### src/rtl/u8sd_pkg.sv
`timescale 1ns / 1ps
`default_nettype none
// ----------------------------------------------------------------------------
// u8sd_pkg: shared types and constants of the UTF-8 stream decoder
// Holds the descriptor that the front part hands to the back part through
// the queue, and the fixed codes of the decoder.
// ----------------------------------------------------------------------------
package u8sd_pkg;

    localparam int unsigned CP_W    = 21;
    localparam int unsigned USED_W  = 3;
    localparam int unsigned BYTE_W  = 8;
    localparam int unsigned CNT_W   = 2;
    localparam int unsigned NRES_W  = 3;

    localparam logic [CP_W-1:0]   REPLACEMENT_CP = 21'h00FFFD;
    localparam logic [USED_W-1:0] USED_ONE       = 3'd1;

    localparam logic [BYTE_W-1:0] LEAD_MIN     = 8'hC0;
    localparam logic [BYTE_W-1:0] LEAD3_MIN    = 8'hE0;
    localparam logic [BYTE_W-1:0] LEAD4_MIN    = 8'hF0;
    localparam logic [BYTE_W-1:0] LEAD_MAX     = 8'hF4;
    localparam logic [BYTE_W-1:0] CONT_F4_MAX  = 8'h90;
    localparam logic [1:0]        CONT_TAG     = 2'b10;

    localparam logic [USED_W-1:0] LEN_TWO   = 3'd2;
    localparam logic [USED_W-1:0] LEN_THREE = 3'd3;
    localparam logic [USED_W-1:0] LEN_FOUR  = 3'd4;

    // One accepted item as the back part sees it: r_pos replacement
    // results, then the optional main result, then trailing replacements.
    typedef struct packed {
        logic [CP_W-1:0]   r_cp;
        logic [USED_W-1:0] r_used;
        logic              r_bad;
        logic              has_r;
        logic [CNT_W-1:0]  r_pos;
        logic [NRES_W-1:0] n_res;
        logic              eot;
    } desc_t;

endpackage
`default_nettype wire

### src/rtl/u8sd_front.sv
`timescale 1ns / 1ps
`default_nettype none
// ----------------------------------------------------------------------------
// u8sd_front: byte classifier and sequence tracker
// Accepts one byte per cycle while the queue has room, updates the held
// sequence and pushes a result descriptor for every item with a result.
// ----------------------------------------------------------------------------
module u8sd_front
(
    input  wire logic                          clk,
    input  wire logic                          rst_n,
    input  wire logic [u8sd_pkg::BYTE_W-1:0]   data_byte,
    input  wire logic                          end_of_text,
    input  wire logic                          in_valid,
    output logic                               in_ready,
    input  wire logic                          q_full,
    output logic                               q_push,
    output u8sd_pkg::desc_t                    q_data
);

    logic [u8sd_pkg::BYTE_W-1:0] held_reg  [3];
    logic [u8sd_pkg::BYTE_W-1:0] held_next [3];
    logic [u8sd_pkg::CNT_W-1:0]  count_reg;
    logic [u8sd_pkg::CNT_W-1:0]  count_next;
    logic [u8sd_pkg::USED_W-1:0] exp_reg;
    logic [u8sd_pkg::USED_W-1:0] exp_next;

    logic                         accept;
    logic                         is_cont;
    logic                         f_ascii;
    logic                         f_bad;
    logic [u8sd_pkg::USED_W-1:0]  f_exp;
    logic                         do_fresh;
    logic                         over_range;
    logic [u8sd_pkg::CP_W-1:0]    assembled;
    logic [u8sd_pkg::CNT_W-1:0]   k1;
    logic [u8sd_pkg::CNT_W-1:0]   k2;
    logic                         has_r;
    logic [u8sd_pkg::CP_W-1:0]    r_cp;
    logic [u8sd_pkg::USED_W-1:0]  r_used;
    logic                         r_bad;
    logic [u8sd_pkg::NRES_W-1:0]  n_res;

    assign in_ready = !q_full;
    assign accept   = in_valid && in_ready;

    // Classification of the incoming byte on its own.
    assign is_cont = (data_byte[7:6] == u8sd_pkg::CONT_TAG);
    assign f_ascii = !data_byte[7];
    assign f_bad   = data_byte[7] &&
                     ((data_byte < u8sd_pkg::LEAD_MIN) || (data_byte > u8sd_pkg::LEAD_MAX));
    assign f_exp   = (data_byte < u8sd_pkg::LEAD3_MIN) ? u8sd_pkg::LEN_TWO :
                     (data_byte < u8sd_pkg::LEAD4_MIN) ? u8sd_pkg::LEN_THREE :
                                                         u8sd_pkg::LEN_FOUR;

    // A four-byte sequence led by F4 must stay at or below U+10FFFF.
    assign over_range = (exp_reg == u8sd_pkg::LEN_FOUR) &&
                        (held_reg[0] == u8sd_pkg::LEAD_MAX) &&
                        (held_reg[1] >= u8sd_pkg::CONT_F4_MAX);

    // Code point of the completed sequence, with the current byte last.
    always_comb
    begin
        case (exp_reg)
            u8sd_pkg::LEN_TWO:
            begin
                assembled = {10'd0, held_reg[0][4:0], data_byte[5:0]};
            end
            u8sd_pkg::LEN_THREE:
            begin
                assembled = {5'd0, held_reg[0][3:0], held_reg[1][5:0], data_byte[5:0]};
            end
            default:
            begin
                assembled = {held_reg[0][2:0], held_reg[1][5:0], held_reg[2][5:0],
                             data_byte[5:0]};
            end
        endcase
    end

    // Next state of the held sequence and the results of this item.
    always_comb
    begin
        held_next  = held_reg;
        count_next = count_reg;
        exp_next   = exp_reg;
        k1         = '0;
        k2         = '0;
        has_r      = 1'b0;
        r_cp       = u8sd_pkg::REPLACEMENT_CP;
        r_used     = u8sd_pkg::USED_ONE;
        r_bad      = 1'b1;
        do_fresh   = 1'b0;

        if (count_reg == '0)
        begin
            do_fresh = 1'b1;
        end
        else if (is_cont)
        begin
            if (({1'b0, count_reg} + 3'd1) >= exp_reg)
            begin
                if (over_range)
                begin
                    k1    = count_reg;
                    has_r = 1'b1;
                end
                else
                begin
                    has_r  = 1'b1;
                    r_cp   = assembled;
                    r_used = exp_reg;
                    r_bad  = 1'b0;
                end
                count_next = '0;
                exp_next   = '0;
            end
            else
            begin
                held_next[count_reg] = data_byte;
                count_next           = count_reg + 2'd1;
            end
        end
        else
        begin
            // Broken sequence: every held byte is replaced, then a fresh start.
            k1         = count_reg;
            count_next = '0;
            exp_next   = '0;
            do_fresh   = 1'b1;
        end

        if (do_fresh)
        begin
            if (f_ascii)
            begin
                has_r  = 1'b1;
                r_cp   = {13'd0, data_byte};
                r_bad  = 1'b0;
            end
            else if (f_bad)
            begin
                has_r = 1'b1;
            end
            else
            begin
                held_next[0] = data_byte;
                count_next   = 2'd1;
                exp_next     = f_exp;
            end
        end

        // End of text flushes whatever is still held.
        if (end_of_text)
        begin
            k2         = count_next;
            count_next = '0;
            exp_next   = '0;
        end
    end

    assign n_res = {1'b0, k1} + {2'b00, has_r} + {1'b0, k2};

    assign q_push        = accept && (n_res != '0);
    assign q_data.r_cp   = r_cp;
    assign q_data.r_used = r_used;
    assign q_data.r_bad  = r_bad;
    assign q_data.has_r  = has_r;
    assign q_data.r_pos  = k1;
    assign q_data.n_res  = n_res;
    assign q_data.eot    = end_of_text;

    // Sequence control state.
    always_ff @(posedge clk or negedge rst_n)
    begin
        if (!rst_n)
        begin
            count_reg <= '0;
            exp_reg   <= '0;
        end
        else if (accept)
        begin
            count_reg <= count_next;
            exp_reg   <= exp_next;
        end
    end

    // Held bytes carry no reset; only entries below the count are read.
    always_ff @(posedge clk)
    begin
        if (accept)
        begin
            held_reg <= held_next;
        end
    end

endmodule
`default_nettype wire

### src/rtl/u8sd_queue.sv
`timescale 1ns / 1ps
`default_nettype none
// ----------------------------------------------------------------------------
// u8sd_queue: descriptor queue between front and back
// A small circular buffer that lets the classifier run ahead while the
// result side expands a multi-result item or waits on the consumer.
// ----------------------------------------------------------------------------
module u8sd_queue
#(
    parameter int unsigned DEPTH = 4
)
(
    input  wire logic            clk,
    input  wire logic            rst_n,
    input  wire logic            push,
    input  wire u8sd_pkg::desc_t push_data,
    output logic                 full,
    input  wire logic            pop,
    output logic                 empty,
    output u8sd_pkg::desc_t      head_data
);

    localparam int unsigned ADDR_W = (DEPTH > 1) ? $clog2(DEPTH) : 1;
    localparam int unsigned FILL_W = $clog2(DEPTH + 1);
    localparam logic [ADDR_W-1:0] LAST_ADDR = ADDR_W'(DEPTH - 1);
    localparam logic [FILL_W-1:0] FULL_FILL = FILL_W'(DEPTH);

    u8sd_pkg::desc_t     mem [DEPTH];
    logic [ADDR_W-1:0]   wr_ptr_reg;
    logic [ADDR_W-1:0]   wr_ptr_next;
    logic [ADDR_W-1:0]   rd_ptr_reg;
    logic [ADDR_W-1:0]   rd_ptr_next;
    logic [FILL_W-1:0]   fill_reg;
    logic [FILL_W-1:0]   fill_next;
    logic                do_push;
    logic                do_pop;

    assign full      = (fill_reg == FULL_FILL);
    assign empty     = (fill_reg == '0);
    assign do_push   = push && !full;
    assign do_pop    = pop && !empty;
    assign head_data = mem[rd_ptr_reg];

    // Pointer and fill level updates.
    always_comb
    begin
        wr_ptr_next = wr_ptr_reg;
        rd_ptr_next = rd_ptr_reg;
        fill_next   = fill_reg;
        if (do_push)
        begin
            wr_ptr_next = (wr_ptr_reg == LAST_ADDR) ? '0 : wr_ptr_reg + ADDR_W'(1);
        end
        if (do_pop)
        begin
            rd_ptr_next = (rd_ptr_reg == LAST_ADDR) ? '0 : rd_ptr_reg + ADDR_W'(1);
        end
        if (do_push && !do_pop)
        begin
            fill_next = fill_reg + FILL_W'(1);
        end
        else if (do_pop && !do_push)
        begin
            fill_next = fill_reg - FILL_W'(1);
        end
    end

    always_ff @(posedge clk or negedge rst_n)
    begin
        if (!rst_n)
        begin
            wr_ptr_reg <= '0;
            rd_ptr_reg <= '0;
            fill_reg   <= '0;
        end
        else
        begin
            wr_ptr_reg <= wr_ptr_next;
            rd_ptr_reg <= rd_ptr_next;
            fill_reg   <= fill_next;
        end
    end

    // Storage write.
    always_ff @(posedge clk)
    begin
        if (do_push)
        begin
            mem[wr_ptr_reg] <= push_data;
        end
    end

endmodule
`default_nettype wire

### src/rtl/u8sd_back.sv
`timescale 1ns / 1ps
`default_nettype none
// ----------------------------------------------------------------------------
// u8sd_back: result expander
// Walks the head descriptor into a registered output stage, one result per
// cycle unless stalled, flagging the last result of each item and of the text.
// ----------------------------------------------------------------------------
module u8sd_back
(
    input  wire logic                          clk,
    input  wire logic                          rst_n,
    input  wire u8sd_pkg::desc_t               head_data,
    input  wire logic                          q_empty,
    output logic                               q_pop,
    output logic [u8sd_pkg::CP_W-1:0]          code_point,
    output logic [u8sd_pkg::USED_W-1:0]        bytes_used,
    output logic                               malformed,
    output logic                               last_in_run,
    output logic                               text_done,
    output logic                               out_valid,
    input  wire logic                          out_ready
);

    logic [u8sd_pkg::CNT_W-1:0]  idx_reg;
    logic [u8sd_pkg::CNT_W-1:0]  idx_next;
    logic                        out_valid_reg;
    logic                        out_valid_next;
    logic [u8sd_pkg::CP_W-1:0]   cp_reg;
    logic [u8sd_pkg::USED_W-1:0] used_reg;
    logic                        bad_reg;
    logic                        last_reg;
    logic                        done_reg;

    logic                        load;
    logic                        is_main;
    logic                        is_last;

    assign load    = !q_empty && (!out_valid_reg || out_ready);
    assign is_main = head_data.has_r && (idx_reg == head_data.r_pos);
    assign is_last = ({1'b0, idx_reg} == (head_data.n_res - 3'd1));
    assign q_pop   = load && is_last;

    // Result index within the head item and output stage occupancy.
    always_comb
    begin
        idx_next       = idx_reg;
        out_valid_next = out_valid_reg;
        if (load)
        begin
            idx_next       = is_last ? '0 : idx_reg + 2'd1;
            out_valid_next = 1'b1;
        end
        else if (out_ready)
        begin
            out_valid_next = 1'b0;
        end
    end

    always_ff @(posedge clk or negedge rst_n)
    begin
        if (!rst_n)
        begin
            idx_reg       <= '0;
            out_valid_reg <= 1'b0;
        end
        else
        begin
            idx_reg       <= idx_next;
            out_valid_reg <= out_valid_next;
        end
    end

    // Output payload.
    always_ff @(posedge clk)
    begin
        if (load)
        begin
            cp_reg   <= is_main ? head_data.r_cp   : u8sd_pkg::REPLACEMENT_CP;
            used_reg <= is_main ? head_data.r_used : u8sd_pkg::USED_ONE;
            bad_reg  <= is_main ? head_data.r_bad  : 1'b1;
            last_reg <= is_last;
            done_reg <= is_last && head_data.eot;
        end
    end

    assign code_point  = cp_reg;
    assign bytes_used  = used_reg;
    assign malformed   = bad_reg;
    assign last_in_run = last_reg;
    assign text_done   = done_reg;
    assign out_valid   = out_valid_reg;

endmodule
`default_nettype wire

### src/rtl/utf8_stream_decoder_top.sv
`timescale 1ns / 1ps
`default_nettype none
// ----------------------------------------------------------------------------
// utf8_stream_decoder_top: UTF-8 byte stream to code point decoder
// Front classifier, descriptor queue and result expander.
// ----------------------------------------------------------------------------
//
//  Channel | Handshake            | Payload
//  --------+----------------------+------------------------------------------
//  input   | in_valid / in_ready  | data_byte, end_of_text
//  output  | out_valid/ out_ready | code_point, bytes_used, malformed,
//          |                      | last_in_run, text_done
//
// One byte is accepted per cycle while the queue has room. An item with up
// to one result sustains one item per cycle while the output is not stalled;
// an item with several results holds the expander until its last result is
// out, and the queue absorbs such bursts. A first result passes the queue
// storage, then the output register. Reset clears the held count, the queue
// and the output stage; no clearing pass is needed.
//
module utf8_stream_decoder_top
#(
    parameter int unsigned QUEUE_DEPTH = 4
)
(
    input  wire logic        clk,
    input  wire logic        rst_n,
    input  wire logic [7:0]  data_byte,
    input  wire logic        end_of_text,
    input  wire logic        in_valid,
    output logic             in_ready,
    output logic [20:0]      code_point,
    output logic [2:0]       bytes_used,
    output logic             malformed,
    output logic             last_in_run,
    output logic             text_done,
    output logic             out_valid,
    input  wire logic        out_ready
);

    u8sd_pkg::desc_t push_data;
    u8sd_pkg::desc_t head_data;
    logic            q_push;
    logic            q_full;
    logic            q_pop;
    logic            q_empty;

    // Byte classifier and sequence tracker.
    u8sd_front u_front
    (
        .clk         (clk),
        .rst_n       (rst_n),
        .data_byte   (data_byte),
        .end_of_text (end_of_text),
        .in_valid    (in_valid),
        .in_ready    (in_ready),
        .q_full      (q_full),
        .q_push      (q_push),
        .q_data      (push_data)
    );

    // Descriptor queue.
    u8sd_queue
    #(
        .DEPTH (QUEUE_DEPTH)
    )
    u_queue
    (
        .clk       (clk),
        .rst_n     (rst_n),
        .push      (q_push),
        .push_data (push_data),
        .full      (q_full),
        .pop       (q_pop),
        .empty     (q_empty),
        .head_data (head_data)
    );

    // Result expander and output register.
    u8sd_back u_back
    (
        .clk         (clk),
        .rst_n       (rst_n),
        .head_data   (head_data),
        .q_empty     (q_empty),
        .q_pop       (q_pop),
        .code_point  (code_point),
        .bytes_used  (bytes_used),
        .malformed   (malformed),
        .last_in_run (last_in_run),
        .text_done   (text_done),
        .out_valid   (out_valid),
        .out_ready   (out_ready)
    );

endmodule
`default_nettype wire
### config.mk
export PLATFORM = sky130hd
export DESIGN_NAME = utf8_stream_decoder_top
export DESIGN_NICKNAME = d
export VERILOG_FILES = /design/src/rtl/u8sd_pkg.sv /design/src/rtl/u8sd_front.sv /design/src/rtl/u8sd_queue.sv /design/src/rtl/u8sd_back.sv /design/src/rtl/utf8_stream_decoder_top.sv
export SDC_FILE = /design/constraint.sdc
export NUM_CORES = 1
export LEC_CHECK = 0
export BUFFER_PORTS_ARGS = -buffer_cell sky130_fd_sc_hd__buf_2
export CAP_MARGIN = 20
export CORE_AREA = 2 2 154 156
export DETAILED_ROUTE_END_ITERATION = 7
export DIE_AREA = 0 0 156 158
export PLACE_DENSITY = 0.47
export SYNTH_ARGS = -nofsm -noshare
export SYNTH_HDL_FRONTEND = slang
export SYNTH_SLANG_ARGS = --single-unit
### constraint.sdc
create_clock -name clk -period 10.87 [get_ports clk]
set_input_delay 0 -clock clk [delete_from_list [all_inputs] [get_ports clk]]
set_output_delay 0 -clock clk [all_outputs]
set_load 0.005 [all_outputs]
==> out/results.txt <==
Status: complete, no violations
Worst EP arrival: 5120 ps
Final setup violation count: 0
Number of fill cells: 2090
Final HPWL DP: 9410 um
CTS tree: done
Synthesized cell area: 7950 um^2
Root buffer cell: clkbuf_16
Cell area power density: 249 nW/um^2
Max cap viols: 0
Buf+Inv Stages, Crit Path: 3
Part of the power in registers: 0.457
Post-route clock period utilization: 0.438
Leading post-synthesis cells by cell area: edfxtp_1 67%, mux4_2 8.2%, dfrtp_1 4.7%, ha_1 2.2%, or2_1 1.3%
First-pass GRT wire length: 23900 um
Rows: 56
Post-route ant nets: 0
Placed insts: 783
Die ar.: 24600 um^2
Largest net degree at the start of global routing: 36
Data required time of the worst path: 11230 ps
Slew margin rel.: 0.343
Clk buf depth: 2
Gr ovfl total: 0
Post-synth top flop: edfxtp_1
Initial core utilization: 0.345
Commonest cells in the netlist: 177 x edfxtp_1, 29 x mux4_2, 24 x nor2_1, 20 x nand2_1, 18 x inv_1
Post-synth EDFFs: 177
Final Max Slew Viols: 0
Clock Sinks: 192
Die height: 158 um
Initial antenna violation count: 0
Sw frac: 0.293
DRT iter0 DRCs: 198
Most frequent cell after synthesis: edfxtp_1
Crit-path max FO: 7
Avg Vias per Cell: 4.90
Via Count: 4049
Post-synthesis sequential area ratio: 0.716
Final WL: 15500 um
Startpoint types: flip-flop
Critical path launch point: u_front.count_reg[0]
Overall global routing resource usage: 0.133
Remaining DRCs: 0
Period minus WS final: 4760 ps
Area leader, netlist: edfxtp_1
Worst-Margin Slew: 984 ps
Slowest CP cell: a211oi_1
Maximum VDD drop: 0.000125 V
Ant diodes: 0
Comb power frac: 0.266
Net count, final: 553
Clock-pin slew on the worst setup and hold paths: 80 ps
Layout cells sized above 1: 0.228
Cell count along the critical path: 18
Largest register FFs: 128
Clock latency on the worst-skew pair: 430 ps
Number of global-route vias before repair: 4085
Switch Pwr: 0.673 mW
Clock skew: 12.1 ps
Pre-antenna DRT Iters: 5
Yosys warns: 0
FF+latch count, synth: 192
R2R Setup Slk: 6110 ps
Leakage: 3.15 nW
Gate Count Post-Synth: 460
Reg2reg start: u_front.count_reg[0]
Crit end category: flip-flop
RSZ-0062 raised after global routing: false
Wire per inst: 18.8 um
Net count after synthesis: 490
Clock share of power: 0.277
TNS Setup: 0 ps
TritonCTS Buffers: 17
Final GP Congestion: 0.777
Setup CP Type: reg2reg
Synth unique cells: 50
I/O pin cnt: 42
FFs w/ async S/R, synth: 0.0781
Reg2reg path depth: 18
HP Class: in2async
Die X: 156 um
Final hold vios: 0
Non-Filler Instances: 826
Max Freq: 210 MHz
Buffers on Ports: 41
P&R area growth vs syn: 15.9%
Critical Path, Cell by Cell: inv_1, ha_1, ha_1, a21o_1, a211oi_1, mux2_2, o21ai_0, fa_1, inv_1, fa_1, nor2_1, a21oi_1, ha_1, inv_1, fa_1, xor2_1, nor2_1, xor2_1
Core area: 23100 um^2
H-tree depth: 4
Synth top area share: 0.668
Syn avg cell area: 17.3 um^2
Top delay family on crit path: adder cells
CTS resizes: 0
Internal: 1.62 mW
CP max stage delay: 550 ps
RR Endpoint: u_queue.fill_reg[2]
==> cells by family after synthesis <==
logic type	Yosys count	share of synthesized area
fa+ha+maj	17	0.0296
flops	192	0.716
compound gates	52	0.0414
xor+xnor	8	0.00881
mux	42	0.107
simple gates	115	0.0779
buf+inv	34	0.0201
==> worst reg2reg max path, cell delays in order, from the launching register on <==
cell      delay [ps]
dfrtp_1          430
inv_1            140
ha_1             350
ha_1             310
a21o_1           180
a211oi_1         550
mux2_2           260
o21ai_0          100
fa_1             400
inv_1             80
fa_1             260
nor2_1            70
a21oi_1          440
ha_1             290
inv_1             60
fa_1             370
xor2_1           170
nor2_1           110
xor2_1           140
==> timing repair <==
| item | in CTS | in global routing |
|---|---|---|
| endpoints found under the setup margin | 0 | 0 |
| endpoints found under the hold margin | 44 | 0 |
| setup buffers | 0 | 0 |
| hold buffers | 11 | 0 |
==> how the worst max path moves through the flow <==
stage                                endpoint  slack [ps]
after floorplan             u_queue.mem[3][0]        6580
after global placement    u_queue.fill_reg[2]        6270
after CTS                 u_queue.fill_reg[2]        6100
final                     u_queue.fill_reg[2]        6110
after detailed placement  u_queue.fill_reg[2]        6150
after global routing      u_queue.fill_reg[2]        5710
==> layer usage <==
layer,part of all wire,vias to the layer above,track usage
li1,-,1904,-
met3,0.025,17,0.0266
met2,0.51,60,0.226
met5,0,-,0
met1,0.46,2068,0.172
met4,0.012,0,0.0433
==> area by class of cell <==
type	instances	area, um^2	area share
Sequential cell	192	5690	0.618
Clock buffer	17	425	0.0462
Clock inverter	15	178	0.0193
Timing Repair Buffer	60	375	0.0407
Multi-Input combinational cell	234	2110	0.229
Inverter	18	67.6	0.00733
Tap cell	290	363	0.0394
==> cells in the final DEF (no fill, tap or decap), drive strengths merged, types with 11 or more instances in the layout <==
| cell type | n |
|---|---|
| buf | 49 |
| edfxtp | 177 |
| o21ai | 17 |
| clkbuf | 17 |
| mux4 | 32 |
| ha | 14 |
| dlygate4sd3 | 11 |
| nand2 | 21 |
| dfrtp | 15 |
| inv | 25 |
| nor2 | 24 |
| or2 | 18 |
==> metrics by stage <==
stage                     setup slack [ps]   util  hold slack [ps]  cell area [um^2]  total power [mW]
after floorplan                       6580      -             -296              7950              1.51
after global placement                6270  0.369            -50.6              8500              1.68
after detailed placement              6150  0.369            -37.7              8500              1.70
after CTS                             6100  0.400             33.3              9210              2.34
after global routing                  5710  0.400             45.3              9210              2.44
final                                 6110  0.400             33.7              9210              2.30
==> power groups by stage <==
stage,sequential [mW],clock (mW),combinational (mW)
2_1_floorplan,1.06,0,0.449
3_3_place_gp,1.06,0,0.622
3_5_place_dp,1.07,0,0.633
4_1_cts,1.05,0.651,0.638
5_1_grt,1.06,0.683,0.689
6_report,1.05,0.635,0.611
Note: power is estimated with default switching activity, not from simulation.
